`src/hw/rtl/tmr_pkg.sv`:
```
// Shared types, constants and widths of the thruster mixer with ramp.
package tmr_pkg;

  // Lanes and number formats
  localparam int THRUSTER_COUNT       = 6;
  localparam int THRUST_FRACTION_BITS = 14;
  localparam int AXIS_COUNT           = 6;
  localparam int ROW_COUNT            = 6;
  localparam int OUT_THRUSTERS        = 6;
  localparam int AXIS_W               = 8;
  localparam int COEF_W               = 8;
  localparam int ROW_W                = AXIS_COUNT * COEF_W;
  localparam int BUTTON_W             = 10;
  localparam int SERVO_W              = 2;
  localparam int THRUST_W             = 16;
  localparam int ACCEL_W              = 15;
  localparam int LANE_W = (THRUSTER_COUNT > 1) ? $clog2(THRUSTER_COUNT) : 1;

  // Configuration port
  localparam int CFG_INDEX_W = 3;
  localparam int CFG_DATA_W  = ROW_W;
  localparam int ROW_IDX_W   = $clog2(ROW_COUNT);
  localparam logic [CFG_INDEX_W-1:0] CFG_ROW_LAST = 3'd5;
  localparam logic [CFG_INDEX_W-1:0] CFG_ACCEL    = 3'd6;
  localparam logic [ACCEL_W-1:0]     ACCEL_RESET  = 15'd1638;

  // Axis positions inside an item
  localparam int AX_SURGE = 0;
  localparam int AX_SWAY  = 1;
  localparam int AX_HEAVE = 2;
  localparam int AX_PITCH = 3;
  localparam int AX_ROLL  = 4;
  localparam int AX_YAW   = 5;

  // Button bit positions
  localparam int BTN_HEAVE_UP   = 0;
  localparam int BTN_HEAVE_DOWN = 1;
  localparam int BTN_PITCH_UP   = 2;
  localparam int BTN_PITCH_DOWN = 3;
  localparam int BTN_ROLL_CW    = 4;
  localparam int BTN_ROLL_CCW   = 5;
  localparam int BTN_FRONT_CW   = 6;
  localparam int BTN_FRONT_CCW  = 7;
  localparam int BTN_BACK_CW    = 8;
  localparam int BTN_BACK_CCW   = 9;

  localparam logic signed [AXIS_W-1:0]  AXIS_FULL  = 8'sd100;
  localparam logic signed [SERVO_W-1:0] SERVO_CW   = 2'sb01;
  localparam logic signed [SERVO_W-1:0] SERVO_CCW  = 2'sb11;
  localparam logic signed [SERVO_W-1:0] SERVO_STOP = 2'sb00;

  // Internal thrust: Q2.F, holds +/-1.0
  localparam int TW = THRUST_FRACTION_BITS + 2;
  localparam logic signed [TW-1:0] THRUST_ONE = TW'(longint'(1) << THRUST_FRACTION_BITS);

  // Mixer: target = round(sum * 2^F / 6400), 6400 = 100 percent * Q1.6 scale.
  // Rewritten as (mag * 2^(F-8) + 12) / 25, with saturation above mag 6400.
  localparam int PROD_W        = AXIS_W + COEF_W;
  localparam int SUM_W         = PROD_W + $clog2(AXIS_COUNT);
  localparam int MIX_SAT       = 6400;
  localparam int SAT_W         = $clog2(MIX_SAT + 1);
  localparam int MIX_DIV       = 25;
  localparam int MIX_BIAS      = 12;
  localparam int MIX_PRE_SHIFT = THRUST_FRACTION_BITS - 8;
  localparam int NUM_W =
    $clog2((longint'(MIX_SAT) << MIX_PRE_SHIFT) + MIX_BIAS + 1);
  localparam int RECIP_SHIFT   = NUM_W + 5;
  localparam int RECIP_W       = RECIP_SHIFT - 4;
  localparam longint RECIP_VAL = (longint'(1) << RECIP_SHIFT) / MIX_DIV;
  localparam logic [RECIP_W-1:0] MIX_RECIP = RECIP_W'(RECIP_VAL);
  localparam int Q_W           = THRUST_FRACTION_BITS + 1;
  localparam logic [Q_W-1:0] Q_ONE = Q_W'(longint'(1) << THRUST_FRACTION_BITS);

  // Ramp: step = round(|diff| * accel / 2^F), signed back
  localparam int DIFF_W  = TW + 1;
  localparam int RMAG_W  = TW;
  localparam int CMP_W   = (RMAG_W > ACCEL_W) ? RMAG_W : ACCEL_W;
  localparam int RPROD_W = RMAG_W + ACCEL_W;
  localparam int STEP_W  = RPROD_W - THRUST_FRACTION_BITS + 2;
  localparam int NEXT_W  = ((STEP_W > TW) ? STEP_W : TW) + 1;
  localparam logic [RPROD_W:0] RAMP_HALF =
    (RPROD_W + 1)'(longint'(1) << (THRUST_FRACTION_BITS - 1));
  localparam logic signed [NEXT_W-1:0] NEXT_ONE = NEXT_W'(THRUST_ONE);

  // Queue between front and back
  localparam int QUEUE_DEPTH = 2;
  localparam int QPTR_W      = $clog2(QUEUE_DEPTH);
  localparam int QCNT_W      = $clog2(QUEUE_DEPTH + 1);

  typedef enum logic {
    KIND_COMMAND = 1'b0,
    KIND_TICK    = 1'b1
  } item_kind_t;

  typedef struct packed {
    item_kind_t                         kind;
    logic [AXIS_COUNT-1:0][AXIS_W-1:0]  axis;
    logic signed [SERVO_W-1:0]          front_servo;
    logic signed [SERVO_W-1:0]          back_servo;
  } item_t;

endpackage

```
`src/hw/rtl/tmr_front.sv`:
```
// Front decode: applies button overrides and servo directions to an input item.
module tmr_front import tmr_pkg::*; (
  input  logic                     func,
  input  logic signed [AXIS_W-1:0] surge,
  input  logic signed [AXIS_W-1:0] sway,
  input  logic signed [AXIS_W-1:0] heave,
  input  logic signed [AXIS_W-1:0] pitch,
  input  logic signed [AXIS_W-1:0] roll,
  input  logic signed [AXIS_W-1:0] yaw,
  input  logic [BUTTON_W-1:0]      buttons,
  output item_t                    item
);

  // A held pair forces +/-100, both held gives zero
  function automatic logic signed [AXIS_W-1:0] pair_axis(logic up, logic down);
    logic signed [AXIS_W-1:0] v;
    v = '0;
    if (up && !down) v = AXIS_FULL;
    else if (down && !up) v = -AXIS_FULL;
    return v;
  endfunction

  function automatic logic signed [SERVO_W-1:0] servo_dir(logic cw, logic ccw);
    logic signed [SERVO_W-1:0] v;
    v = SERVO_STOP;
    if (cw && !ccw) v = SERVO_CW;
    else if (ccw && !cw) v = SERVO_CCW;
    return v;
  endfunction

  // Classify and build the queued item
  always_comb begin
    item.kind = func ? KIND_TICK : KIND_COMMAND;
    item.axis[AX_SURGE] = surge;
    item.axis[AX_SWAY]  = sway;
    item.axis[AX_YAW]   = yaw;
    if (buttons[BTN_HEAVE_UP] || buttons[BTN_HEAVE_DOWN]) begin
      item.axis[AX_HEAVE] = pair_axis(buttons[BTN_HEAVE_UP], buttons[BTN_HEAVE_DOWN]);
    end else begin
      item.axis[AX_HEAVE] = heave;
    end
    if (buttons[BTN_PITCH_UP] || buttons[BTN_PITCH_DOWN]) begin
      item.axis[AX_PITCH] = pair_axis(buttons[BTN_PITCH_UP], buttons[BTN_PITCH_DOWN]);
    end else begin
      item.axis[AX_PITCH] = pitch;
    end
    if (buttons[BTN_ROLL_CW] || buttons[BTN_ROLL_CCW]) begin
      item.axis[AX_ROLL] = pair_axis(buttons[BTN_ROLL_CW], buttons[BTN_ROLL_CCW]);
    end else begin
      item.axis[AX_ROLL] = roll;
    end
    item.front_servo = servo_dir(buttons[BTN_FRONT_CW], buttons[BTN_FRONT_CCW]);
    item.back_servo  = servo_dir(buttons[BTN_BACK_CW], buttons[BTN_BACK_CCW]);
  end

endmodule

```
`src/hw/rtl/tmr_queue.sv`:
```
// Short item queue between the front decode and the back execution.
module tmr_queue import tmr_pkg::*; (
  input  logic  clk,
  input  logic  rst,
  input  logic  push,
  input  item_t push_item,
  output logic  full,
  input  logic  pop,
  output logic  not_empty,
  output item_t head
);

  item_t             entry [QUEUE_DEPTH];
  logic [QPTR_W-1:0] wr_ptr;
  logic [QPTR_W-1:0] rd_ptr;
  logic [QCNT_W-1:0] count;

  assign full      = (count == QCNT_W'(QUEUE_DEPTH));
  assign not_empty = (count != '0);
  assign head      = entry[rd_ptr];

  // Store pushed items
  always_ff @(posedge clk) begin
    if (push) begin
      entry[wr_ptr] <= push_item;
    end
  end

  // Advance pointers and fill count
  always_ff @(posedge clk) begin
    if (rst) begin
      wr_ptr <= '0;
      rd_ptr <= '0;
      count  <= '0;
    end else begin
      if (push) begin
        wr_ptr <= (wr_ptr == QPTR_W'(QUEUE_DEPTH - 1)) ? '0 : wr_ptr + 1'b1;
      end
      if (pop) begin
        rd_ptr <= (rd_ptr == QPTR_W'(QUEUE_DEPTH - 1)) ? '0 : rd_ptr + 1'b1;
      end
      if (push && !pop) count <= count + 1'b1;
      else if (pop && !push) count <= count - 1'b1;
    end
  end

endmodule

```
`src/hw/rtl/tmr_back.sv`:
```
// Back execution: lane sequencer, mixer pipeline, ramp pipeline and result register.
module tmr_back import tmr_pkg::*; (
  input  logic                       clk,
  input  logic                       rst,
  input  logic                       cfg_write_en,
  input  logic [CFG_INDEX_W-1:0]     cfg_index,
  input  logic [CFG_DATA_W-1:0]      cfg_data,
  input  logic                       item_valid,
  input  item_t                      item,
  output logic                       item_pop,
  output logic                       out_valid,
  input  logic                       out_stall,
  output logic signed [THRUST_W-1:0] thrust [OUT_THRUSTERS],
  output logic signed [SERVO_W-1:0]  front_servo,
  output logic signed [SERVO_W-1:0]  back_servo
);

  typedef enum logic [2:0] {
    ST_IDLE  = 3'b001,
    ST_ISSUE = 3'b010,
    ST_DRAIN = 3'b100
  } state_t;

  // Configuration registers
  logic [ROW_W-1:0]   coef_row [ROW_COUNT];
  logic [ACCEL_W-1:0] accel;

  // Block state
  logic signed [TW-1:0]      target  [THRUSTER_COUNT];
  logic signed [TW-1:0]      current [THRUSTER_COUNT];
  logic signed [SERVO_W-1:0] servo_front;
  logic signed [SERVO_W-1:0] servo_back;

  // Sequencer
  state_t                            state;
  state_t                            state_next;
  logic [LANE_W-1:0]                 lane;
  item_kind_t                        cur_kind;
  logic [AXIS_COUNT-1:0][AXIS_W-1:0] axis_reg;
  logic                              start_ok;
  logic                              pipe_busy;
  logic                              issue;
  logic                              lane_last;

  // Mixer pipeline
  logic                     m1_valid;
  logic [LANE_W-1:0]        m1_lane;
  logic signed [PROD_W-1:0] m1_prod [AXIS_COUNT];
  logic                     m2_valid;
  logic [LANE_W-1:0]        m2_lane;
  logic [NUM_W-1:0]         m2_num;
  logic                     m2_neg;
  logic                     m2_over;
  logic                     m3_valid;
  logic [LANE_W-1:0]        m3_lane;
  logic [NUM_W-1:0]         m3_num;
  logic [Q_W-1:0]           m3_q;
  logic                     m3_neg;
  logic                     m3_over;

  // Ramp pipeline
  logic                 r1_valid;
  logic                 r1_last;
  logic [LANE_W-1:0]    r1_lane;
  logic [RMAG_W-1:0]    r1_mag;
  logic                 r1_neg;
  logic                 r1_big;
  logic signed [TW-1:0] r1_target;
  logic signed [TW-1:0] r1_cur;
  logic                 r2_valid;
  logic                 r2_last;
  logic [LANE_W-1:0]    r2_lane;
  logic [RPROD_W-1:0]   r2_prod;
  logic                 r2_neg;
  logic                 r2_big;
  logic signed [TW-1:0] r2_target;
  logic signed [TW-1:0] r2_cur;

  // Result register
  logic signed [TW-1:0]      out_thrust [THRUSTER_COUNT];
  logic signed [SERVO_W-1:0] out_front;
  logic signed [SERVO_W-1:0] out_back;

  // Stage comb values
  logic [ROW_W-1:0]            row_sel;
  logic signed [PROD_W-1:0]    prod_next [AXIS_COUNT];
  logic signed [SUM_W-1:0]     mix_sum;
  logic [SUM_W-1:0]            mix_mag;
  logic [NUM_W-1:0]            mix_num;
  logic [NUM_W+RECIP_W-1:0]    recip_prod;
  logic [NUM_W-1:0]            q25;
  logic [NUM_W-1:0]            rem;
  logic [Q_W-1:0]              q_fix;
  logic [Q_W-1:0]              tmag;
  logic signed [TW-1:0]        tpos;
  logic signed [TW-1:0]        target_new;
  logic signed [DIFF_W-1:0]    diff;
  logic signed [DIFF_W-1:0]    dabs;
  logic [RPROD_W:0]            rounded;
  logic signed [STEP_W-1:0]    step_pos;
  logic signed [STEP_W-1:0]    step;
  logic signed [NEXT_W-1:0]    sum_next;
  logic signed [TW-1:0]        clamped;
  logic signed [TW-1:0]        ramp_new;

  // Write configuration registers
  always_ff @(posedge clk) begin
    if (rst) begin
      for (int r = 0; r < ROW_COUNT; r++) coef_row[r] <= '0;
      accel <= ACCEL_RESET;
    end else if (cfg_write_en) begin
      if (cfg_index <= CFG_ROW_LAST) begin
        coef_row[ROW_IDX_W'(cfg_index)] <= cfg_data[ROW_W-1:0];
      end else if (cfg_index == CFG_ACCEL) begin
        accel <= cfg_data[ACCEL_W-1:0];
      end
    end
  end

  // Sequencer control: a tick waits for a free result register
  assign pipe_busy = m1_valid | m2_valid | r1_valid;
  assign start_ok  = item_valid &&
                     (item.kind == KIND_COMMAND || (!out_valid && !r2_valid));
  assign issue     = (state == ST_ISSUE);
  assign lane_last = (lane == LANE_W'(THRUSTER_COUNT - 1));

  always_comb begin
    state_next = state;
    item_pop   = 1'b0;
    case (state)
      ST_IDLE: begin
        if (start_ok) begin
          item_pop   = 1'b1;
          state_next = ST_ISSUE;
        end
      end
      ST_ISSUE: begin
        if (lane_last) state_next = ST_DRAIN;
      end
      ST_DRAIN: begin
        if (!pipe_busy) begin
          if (start_ok) begin
            item_pop   = 1'b1;
            state_next = ST_ISSUE;
          end else begin
            state_next = ST_IDLE;
          end
        end
      end
      default: state_next = ST_IDLE;
    endcase
  end

  always_ff @(posedge clk) begin
    if (rst) begin
      state       <= ST_IDLE;
      lane        <= '0;
      cur_kind    <= KIND_COMMAND;
      servo_front <= SERVO_STOP;
      servo_back  <= SERVO_STOP;
    end else begin
      state <= state_next;
      if (item_pop) begin
        lane     <= '0;
        cur_kind <= item.kind;
        if (item.kind == KIND_COMMAND) begin
          servo_front <= item.front_servo;
          servo_back  <= item.back_servo;
        end
      end else if (issue && !lane_last) begin
        lane <= lane + 1'b1;
      end
    end
  end

  // Hold the axes of the item in work
  always_ff @(posedge clk) begin
    if (item_pop) axis_reg <= item.axis;
  end

  // Mixer stage 0: six axis by coefficient products
  always_comb begin
    row_sel = '0;
    if (lane < ROW_COUNT) row_sel = coef_row[ROW_IDX_W'(lane)];
    for (int k = 0; k < AXIS_COUNT; k++) begin
      prod_next[k] = $signed(axis_reg[k]) * $signed(row_sel[k*COEF_W +: COEF_W]);
    end
  end

  // Mixer stage 1: sum, magnitude and scaled numerator
  always_comb begin
    mix_sum = '0;
    for (int k = 0; k < AXIS_COUNT; k++) mix_sum = mix_sum + SUM_W'(m1_prod[k]);
    mix_mag = mix_sum[SUM_W-1] ? SUM_W'(-mix_sum) : SUM_W'(mix_sum);
    mix_num = (NUM_W'(mix_mag[SAT_W-1:0]) << MIX_PRE_SHIFT) + NUM_W'(MIX_BIAS);
  end

  // Mixer stage 2: divide by 25 through the reciprocal
  assign recip_prod = (NUM_W + RECIP_W)'(m2_num) * (NUM_W + RECIP_W)'(MIX_RECIP);

  // Mixer stage 3: correct the estimate, saturate and restore the sign
  always_comb begin
    q25        = NUM_W'(m3_q) * NUM_W'(MIX_DIV);
    rem        = m3_num - q25;
    q_fix      = (rem >= NUM_W'(MIX_DIV)) ? m3_q + 1'b1 : m3_q;
    tmag       = m3_over ? Q_ONE : q_fix;
    tpos       = signed'({1'b0, tmag});
    target_new = m3_neg ? -tpos : tpos;
  end

  always_ff @(posedge clk) begin
    if (rst) begin
      m1_valid <= 1'b0;
      m2_valid <= 1'b0;
      m3_valid <= 1'b0;
    end else begin
      m1_valid <= issue && (cur_kind == KIND_COMMAND);
      m2_valid <= m1_valid;
      m3_valid <= m2_valid;
    end
  end

  always_ff @(posedge clk) begin
    m1_lane <= lane;
    for (int k = 0; k < AXIS_COUNT; k++) m1_prod[k] <= prod_next[k];
    m2_lane <= m1_lane;
    m2_num  <= mix_num;
    m2_neg  <= mix_sum[SUM_W-1];
    m2_over <= (mix_mag > SUM_W'(MIX_SAT));
    m3_lane <= m2_lane;
    m3_num  <= m2_num;
    m3_q    <= recip_prod[RECIP_SHIFT +: Q_W];
    m3_neg  <= m2_neg;
    m3_over <= m2_over;
  end

  // Ramp stage 0: difference to target and threshold compare
  always_comb begin
    diff = DIFF_W'(target[lane]) - DIFF_W'(current[lane]);
    dabs = diff[DIFF_W-1] ? -diff : diff;
  end

  // Ramp stage 2: round the step, add and saturate
  always_comb begin
    rounded  = (RPROD_W + 1)'(r2_prod) + RAMP_HALF;
    step_pos = signed'({1'b0, rounded[RPROD_W:THRUST_FRACTION_BITS]});
    step     = r2_neg ? -step_pos : step_pos;
    sum_next = NEXT_W'(r2_cur) + NEXT_W'(step);
    if (sum_next > NEXT_ONE) clamped = THRUST_ONE;
    else if (sum_next < -NEXT_ONE) clamped = -THRUST_ONE;
    else clamped = TW'(sum_next);
    ramp_new = r2_big ? clamped : r2_target;
  end

  always_ff @(posedge clk) begin
    if (rst) begin
      r1_valid <= 1'b0;
      r2_valid <= 1'b0;
    end else begin
      r1_valid <= issue && (cur_kind == KIND_TICK);
      r2_valid <= r1_valid;
    end
  end

  always_ff @(posedge clk) begin
    r1_last   <= lane_last;
    r1_lane   <= lane;
    r1_mag    <= dabs[RMAG_W-1:0];
    r1_neg    <= diff[DIFF_W-1];
    r1_big    <= (CMP_W'(dabs[RMAG_W-1:0]) > CMP_W'(accel));
    r1_target <= target[lane];
    r1_cur    <= current[lane];
    r2_last   <= r1_last;
    r2_lane   <= r1_lane;
    r2_prod   <= RPROD_W'(r1_mag) * RPROD_W'(accel);
    r2_neg    <= r1_neg;
    r2_big    <= r1_big;
    r2_target <= r1_target;
    r2_cur    <= r1_cur;
  end

  // Write targets and current thrusts
  always_ff @(posedge clk) begin
    if (rst) begin
      for (int i = 0; i < THRUSTER_COUNT; i++) begin
        target[i]  <= '0;
        current[i] <= '0;
      end
    end else begin
      if (m3_valid) target[m3_lane] <= target_new;
      if (r2_valid) current[r2_lane] <= ramp_new;
    end
  end

  // Result register: filled lane by lane during a tick
  always_ff @(posedge clk) begin
    if (r2_valid) out_thrust[r2_lane] <= ramp_new;
    if (item_pop && item.kind == KIND_TICK) begin
      out_front <= servo_front;
      out_back  <= servo_back;
    end
  end

  always_ff @(posedge clk) begin
    if (rst) begin
      out_valid <= 1'b0;
    end else if (r2_valid && r2_last) begin
      out_valid <= 1'b1;
    end else if (out_valid && !out_stall) begin
      out_valid <= 1'b0;
    end
  end

  // Drive result fields, absent thrusters read zero
  for (genvar i = 0; i < OUT_THRUSTERS; i++) begin : g_out
    if (i < THRUSTER_COUNT) begin : g_lane
      assign thrust[i] = THRUST_W'(out_thrust[i]);
    end else begin : g_zero
      assign thrust[i] = '0;
    end
  end

  assign front_servo = out_front;
  assign back_servo  = out_back;

endmodule

```
`src/hw/rtl/thruster_mixer_with_ramp_unit.sv`:
```
// Top level of the thruster mixer with ramp: front decode, item queue and back execution.
//
//   channel   direction  handshake               payload
//   config    in         cfg_write_en            cfg_index, cfg_data
//   command   in         in_valid / in_stall     func, surge..yaw, buttons
//   result    out        out_valid / out_stall   thrust_0..thrust_5, front_servo, back_servo
//
// The back runs one lane per cycle through a 4-stage mixer or a 3-stage ramp pipeline,
// one lane per thruster; a tick does not start until the result register has been taken.
// A two-entry queue keeps accepting items, until it is full, while the back works or the result is stalled.
// rst is synchronous and clears the queue, sequencer, rows, targets and ramp state; acceleration returns to 1638.
module thruster_mixer_with_ramp_unit import tmr_pkg::*; (
  input  logic                       clk,
  input  logic                       rst,
  input  logic                       cfg_write_en,
  input  logic [CFG_INDEX_W-1:0]     cfg_index,
  input  logic [CFG_DATA_W-1:0]      cfg_data,
  input  logic                       in_valid,
  output logic                       in_stall,
  input  logic                       func,
  input  logic signed [AXIS_W-1:0]   surge,
  input  logic signed [AXIS_W-1:0]   sway,
  input  logic signed [AXIS_W-1:0]   heave,
  input  logic signed [AXIS_W-1:0]   pitch,
  input  logic signed [AXIS_W-1:0]   roll,
  input  logic signed [AXIS_W-1:0]   yaw,
  input  logic [BUTTON_W-1:0]        buttons,
  output logic                       out_valid,
  input  logic                       out_stall,
  output logic signed [THRUST_W-1:0] thrust_0,
  output logic signed [THRUST_W-1:0] thrust_1,
  output logic signed [THRUST_W-1:0] thrust_2,
  output logic signed [THRUST_W-1:0] thrust_3,
  output logic signed [THRUST_W-1:0] thrust_4,
  output logic signed [THRUST_W-1:0] thrust_5,
  output logic signed [SERVO_W-1:0]  front_servo,
  output logic signed [SERVO_W-1:0]  back_servo
);

  item_t                      front_item;
  item_t                      head_item;
  logic                       queue_full;
  logic                       queue_ready;
  logic                       pop;
  logic signed [THRUST_W-1:0] thrust [OUT_THRUSTERS];

  // Accept a transaction when the queue has room
  assign in_stall = queue_full;

  tmr_front u_front (
    .func    (func),
    .surge   (surge),
    .sway    (sway),
    .heave   (heave),
    .pitch   (pitch),
    .roll    (roll),
    .yaw     (yaw),
    .buttons (buttons),
    .item    (front_item)
  );

  tmr_queue u_queue (
    .clk       (clk),
    .rst       (rst),
    .push      (in_valid && !queue_full),
    .push_item (front_item),
    .full      (queue_full),
    .pop       (pop),
    .not_empty (queue_ready),
    .head      (head_item)
  );

  tmr_back u_back (
    .clk          (clk),
    .rst          (rst),
    .cfg_write_en (cfg_write_en),
    .cfg_index    (cfg_index),
    .cfg_data     (cfg_data),
    .item_valid   (queue_ready),
    .item         (head_item),
    .item_pop     (pop),
    .out_valid    (out_valid),
    .out_stall    (out_stall),
    .thrust       (thrust),
    .front_servo  (front_servo),
    .back_servo   (back_servo)
  );

  assign thrust_0 = thrust[0];
  assign thrust_1 = thrust[1];
  assign thrust_2 = thrust[2];
  assign thrust_3 = thrust[3];
  assign thrust_4 = thrust[4];
  assign thrust_5 = thrust[5];

endmodule

```
`config.mk`:
```
export PLATFORM = sky130hd
export DESIGN_NAME = thruster_mixer_with_ramp_unit
export DESIGN_NICKNAME = d
export VERILOG_FILES = /design/src/hw/rtl/tmr_pkg.sv /design/src/hw/rtl/tmr_front.sv /design/src/hw/rtl/tmr_queue.sv /design/src/hw/rtl/tmr_back.sv /design/src/hw/rtl/thruster_mixer_with_ramp_unit.sv
export SDC_FILE = /design/constraint.sdc
export NUM_CORES = 2
export LEC_CHECK = 0
export BUFFER_PORTS_ARGS = -buffer_cell sky130_fd_sc_hd__buf_2
export CORE_AREA = 5 5 560 562
export CTS_BUF_LIST = sky130_fd_sc_hd__clkbuf_2
export DETAILED_ROUTE_END_ITERATION = 16
export DIE_AREA = 0 0 565 567
export PLACE_DENSITY = 0.48
export SLEW_MARGIN = 20
export SYNTH_ARGS = -nofsm -noshare
export SYNTH_HDL_FRONTEND = slang
export SYNTH_SLANG_ARGS = --single-unit
```
`constraint.sdc`:
```
create_clock -name clk -period 7.8 [get_ports clk]
set_input_delay 0.39 -clock clk [delete_from_list [all_inputs] [get_ports clk]]
set_output_delay 0.39 -clock clk [all_outputs]
set_load 0.1 [all_outputs]
```
==> metrics <==
status=completed; Critical R2R Launch=u_back.r1_mag[4]$_DFF_P_; first-pass GRT wire length=314000 µm; Detail Route Antenna Nets=0; Worst-path clk slew=0.10 ns; Cells after Synth=6414; post-detail-place hpwl=144000 µm; Tcrit/Tclk final=94.4%; Finish-stage setup viols=0; H-tree level count=5; Slew @ Worst Pin=1.12 ns; Slew Viols, Final=0; HP Class=reg -> reg; FF+latch count, synth=approximately 1200; Max clock buf depth=4; Seq/Total Area, Yosys=42.7%; Cell Area, Synth=76700 µm²; number of distinct library cells after synthesis=81; clock tree root buffer cell=clkbuf_2; cell area after layout=90000 µm²; R2R cell count=24; Placed Area=83500 µm²; gp weighted congestion=about 0.82; Sum Neg Setup Slack=0 ns; Overall Global Routing Usage=12.5%; Starting Density=24.9%; drt total wl=201000 µm; IO buf count=216; max_slew headroom=25.0%; CTS tree=done; antenna violations before repair=26; clk_skew=0.258 ns; Async S/R FF share, synth=0%; min cycle time layout=roughly 7.4 ns; Crit path arrival time=8.66 ns; Clock Sinks=1188; vias in the first global route=53800; Largest regs=u_back.coef_row: 384 flops, u_back.current: 128 flops, u_back.target: 128 flops; Reg-to-Reg End=u_back.r2_prod[30]$_DFF_P_; WL/cell=17.2 µm; CTS Buf Count=330; crit path launch type=register; largest net degree at the start of global routing=60; via count=49300; r2r setup slk=0.44 ns; Final Hold Viols=0; ratio of cells with drive above 1 in the final layout=15.0%; vias per std cell=4.22; Syn Area/Cell=12.0 µm²; CP endpoint kind=register; max reg flops=384; synth-to-layout area growth=17.4%; gr ovfl total=0; die width=565 µm; fmax=136 MHz; drt drc=0; IO Pins=217; Top reg by flops=u_back.coef_row; Top FF cell, synth=edfxtp_1; nets=8649; drt pass-1 iters=5; number of synthesized flops with an enable pin=roughly 890; Max-Cap Viols=0; critical-path maximum fanout=15; critical path class=reg -> reg; WHS Endpoint=u_back.r2_target[15]$_DFF_P_; RSZ-0062 raised after global routing=false; min-delay src=u_back.r1_target[15]$_DFF_P_; Die Height=567 µm; row count=204; hold path depth=0; worst endpoint required time=between 9 and 10 ns; YS warnings=0; Iter 0 DRT Violations=2523; DIE AREA=320000 µm²; Clk Latency, worst-skew pair=roughly 1.6 ns; core area=308000 µm²
-- critical path: stages, from the launching register on --
cell,delay (ns)
dfxtp_1,0.70
nand2_1,0.15
fa_1,0.50
inv_1,0.05
fa_1,0.40
fa_1,0.55
inv_1,0.06
fa_1,0.49
fa_1,0.49
inv_1,0.05
fa_1,0.43
ha_1,0.30
a21o_1,0.18
a21o_1,0.17
a21oi_1,0.13
o21ai_0,0.32
a2111o_1,0.58
a211o_1,0.33
a31o_2,0.24
o211a_1,0.26
o21a_1,0.20
o21a_1,0.20
o21a_1,0.19
nor2_1,0.11
xnor2_1,0.12
-- metrics by stage --
step	instances	utilization [%]	setup WS [ns]	hold slack, ns
2_1_floorplan	6509	-	0.252	0.310
3_5_place_dp	10800	27.1	0.264	0.312
6_report	11700	29.3	0.439	0.254
3_3_place_gp	10800	27.1	0.208	0.310
5_1_grt	11700	29.2	0.0648	0.123
4_1_cts	11700	29.2	0.267	0.00131
-- cell usage after synthesis, drive strengths merged, types with 137 or more instances --
master | count | share of area, %
edfxtp | 894 | 35
inv | 999 | 4.9
ha | 552 | 9.0
a21oi | 137 | 0.89
nor2 | 566 | 2.8
dfxtp | 294 | 7.7
mux4 | 160 | 4.7
and2 | 368 | 3.0
nand2 | 496 | 2.4
clkbuf | 143 | 0.70
fa | 677 | 18
xnor2 | 194 | 2.2
-- repair_timing --
action                                  CTS  global route
buffers inserted                          0             1
endpoints found under the setup margin    0             3
hold buffers                            328             0
resized for setup                         0            11
endpoints found under the hold margin   881             0
-- cells by family after synthesis --
kind of cell,Yosys count,synth area share (%)
buffers and inverters,1180,5.79
AO/OA/AOI/OAI,436,3.76
XOR/XNOR,277,3.16
other,1,0.00489
flip-flops,1188,42.7
multiplexers,316,6.87
AND/OR/NAND/NOR,1787,11.1
adder cells (fa/ha/maj),1229,26.7
-- cell type report --
class | instances | area, µm²
fill | 31900 | 218000
multi-input combinational | 4141 | 40000
sequential | 1188 | 32700
timing repair buffer | 643 | 5210
tap | 4120 | 5150
inverter | 1001 | 3760
clock buffer | 460 | 2300
clock inverter | 114 | 801
antenna | 14 | 35.0
-- cells in the final DEF (no fill, tap or decap), drive strengths merged, types with 38 or more instances in the layout --
cell type	instances
and2	368
nand2	496
nor2b	38
buf	316
mux2i	77
clkinv	92
clkbuf	460
mux2	79
xor2	83
mux4	160
xnor2	194
dfxtp	294
a21o	54
nor2	566
nand3	43
inv	1007
nand2b	48
nor3	66
dlygate4sd3	327
edfxtp	894
o21ai	79
fa	677
or3	48
a21oi	137
ha	552
conb	96
-- routing by layer --
metal,global-route usage (%),vias to the layer above,part of all wire [%]
li1,-,23200,-
met1,16.3,24800,45
met2,21.5,1012,49
met3,1.94,310,4.1
met4,3.42,8,2.3
met5,0,-,0.025
-- worst max path at each step --
stage                                       from                          to  depth (start not counted)
global route            u_back.r1_mag[4]$_DFF_P_  u_back.r2_prod[30]$_DFF_P_                         24
CTS                 u_back.m1_prod[2][1]$_DFF_P_      u_back.m2_over$_DFF_P_                         33
floorplan                               register       u_back.r1_big$_DFF_P_                         37
finish                  u_back.r1_mag[4]$_DFF_P_  u_back.r2_prod[30]$_DFF_P_                         24
global placement    u_back.m1_prod[2][1]$_DFF_P_      u_back.m2_over$_DFF_P_                         33
detailed placement  u_back.m1_prod[2][1]$_DFF_P_      u_back.m2_over$_DFF_P_                         33
Power is not shown: default switching activity piles up to over one toggle a cycle in this logic, so the estimate is an artifact.
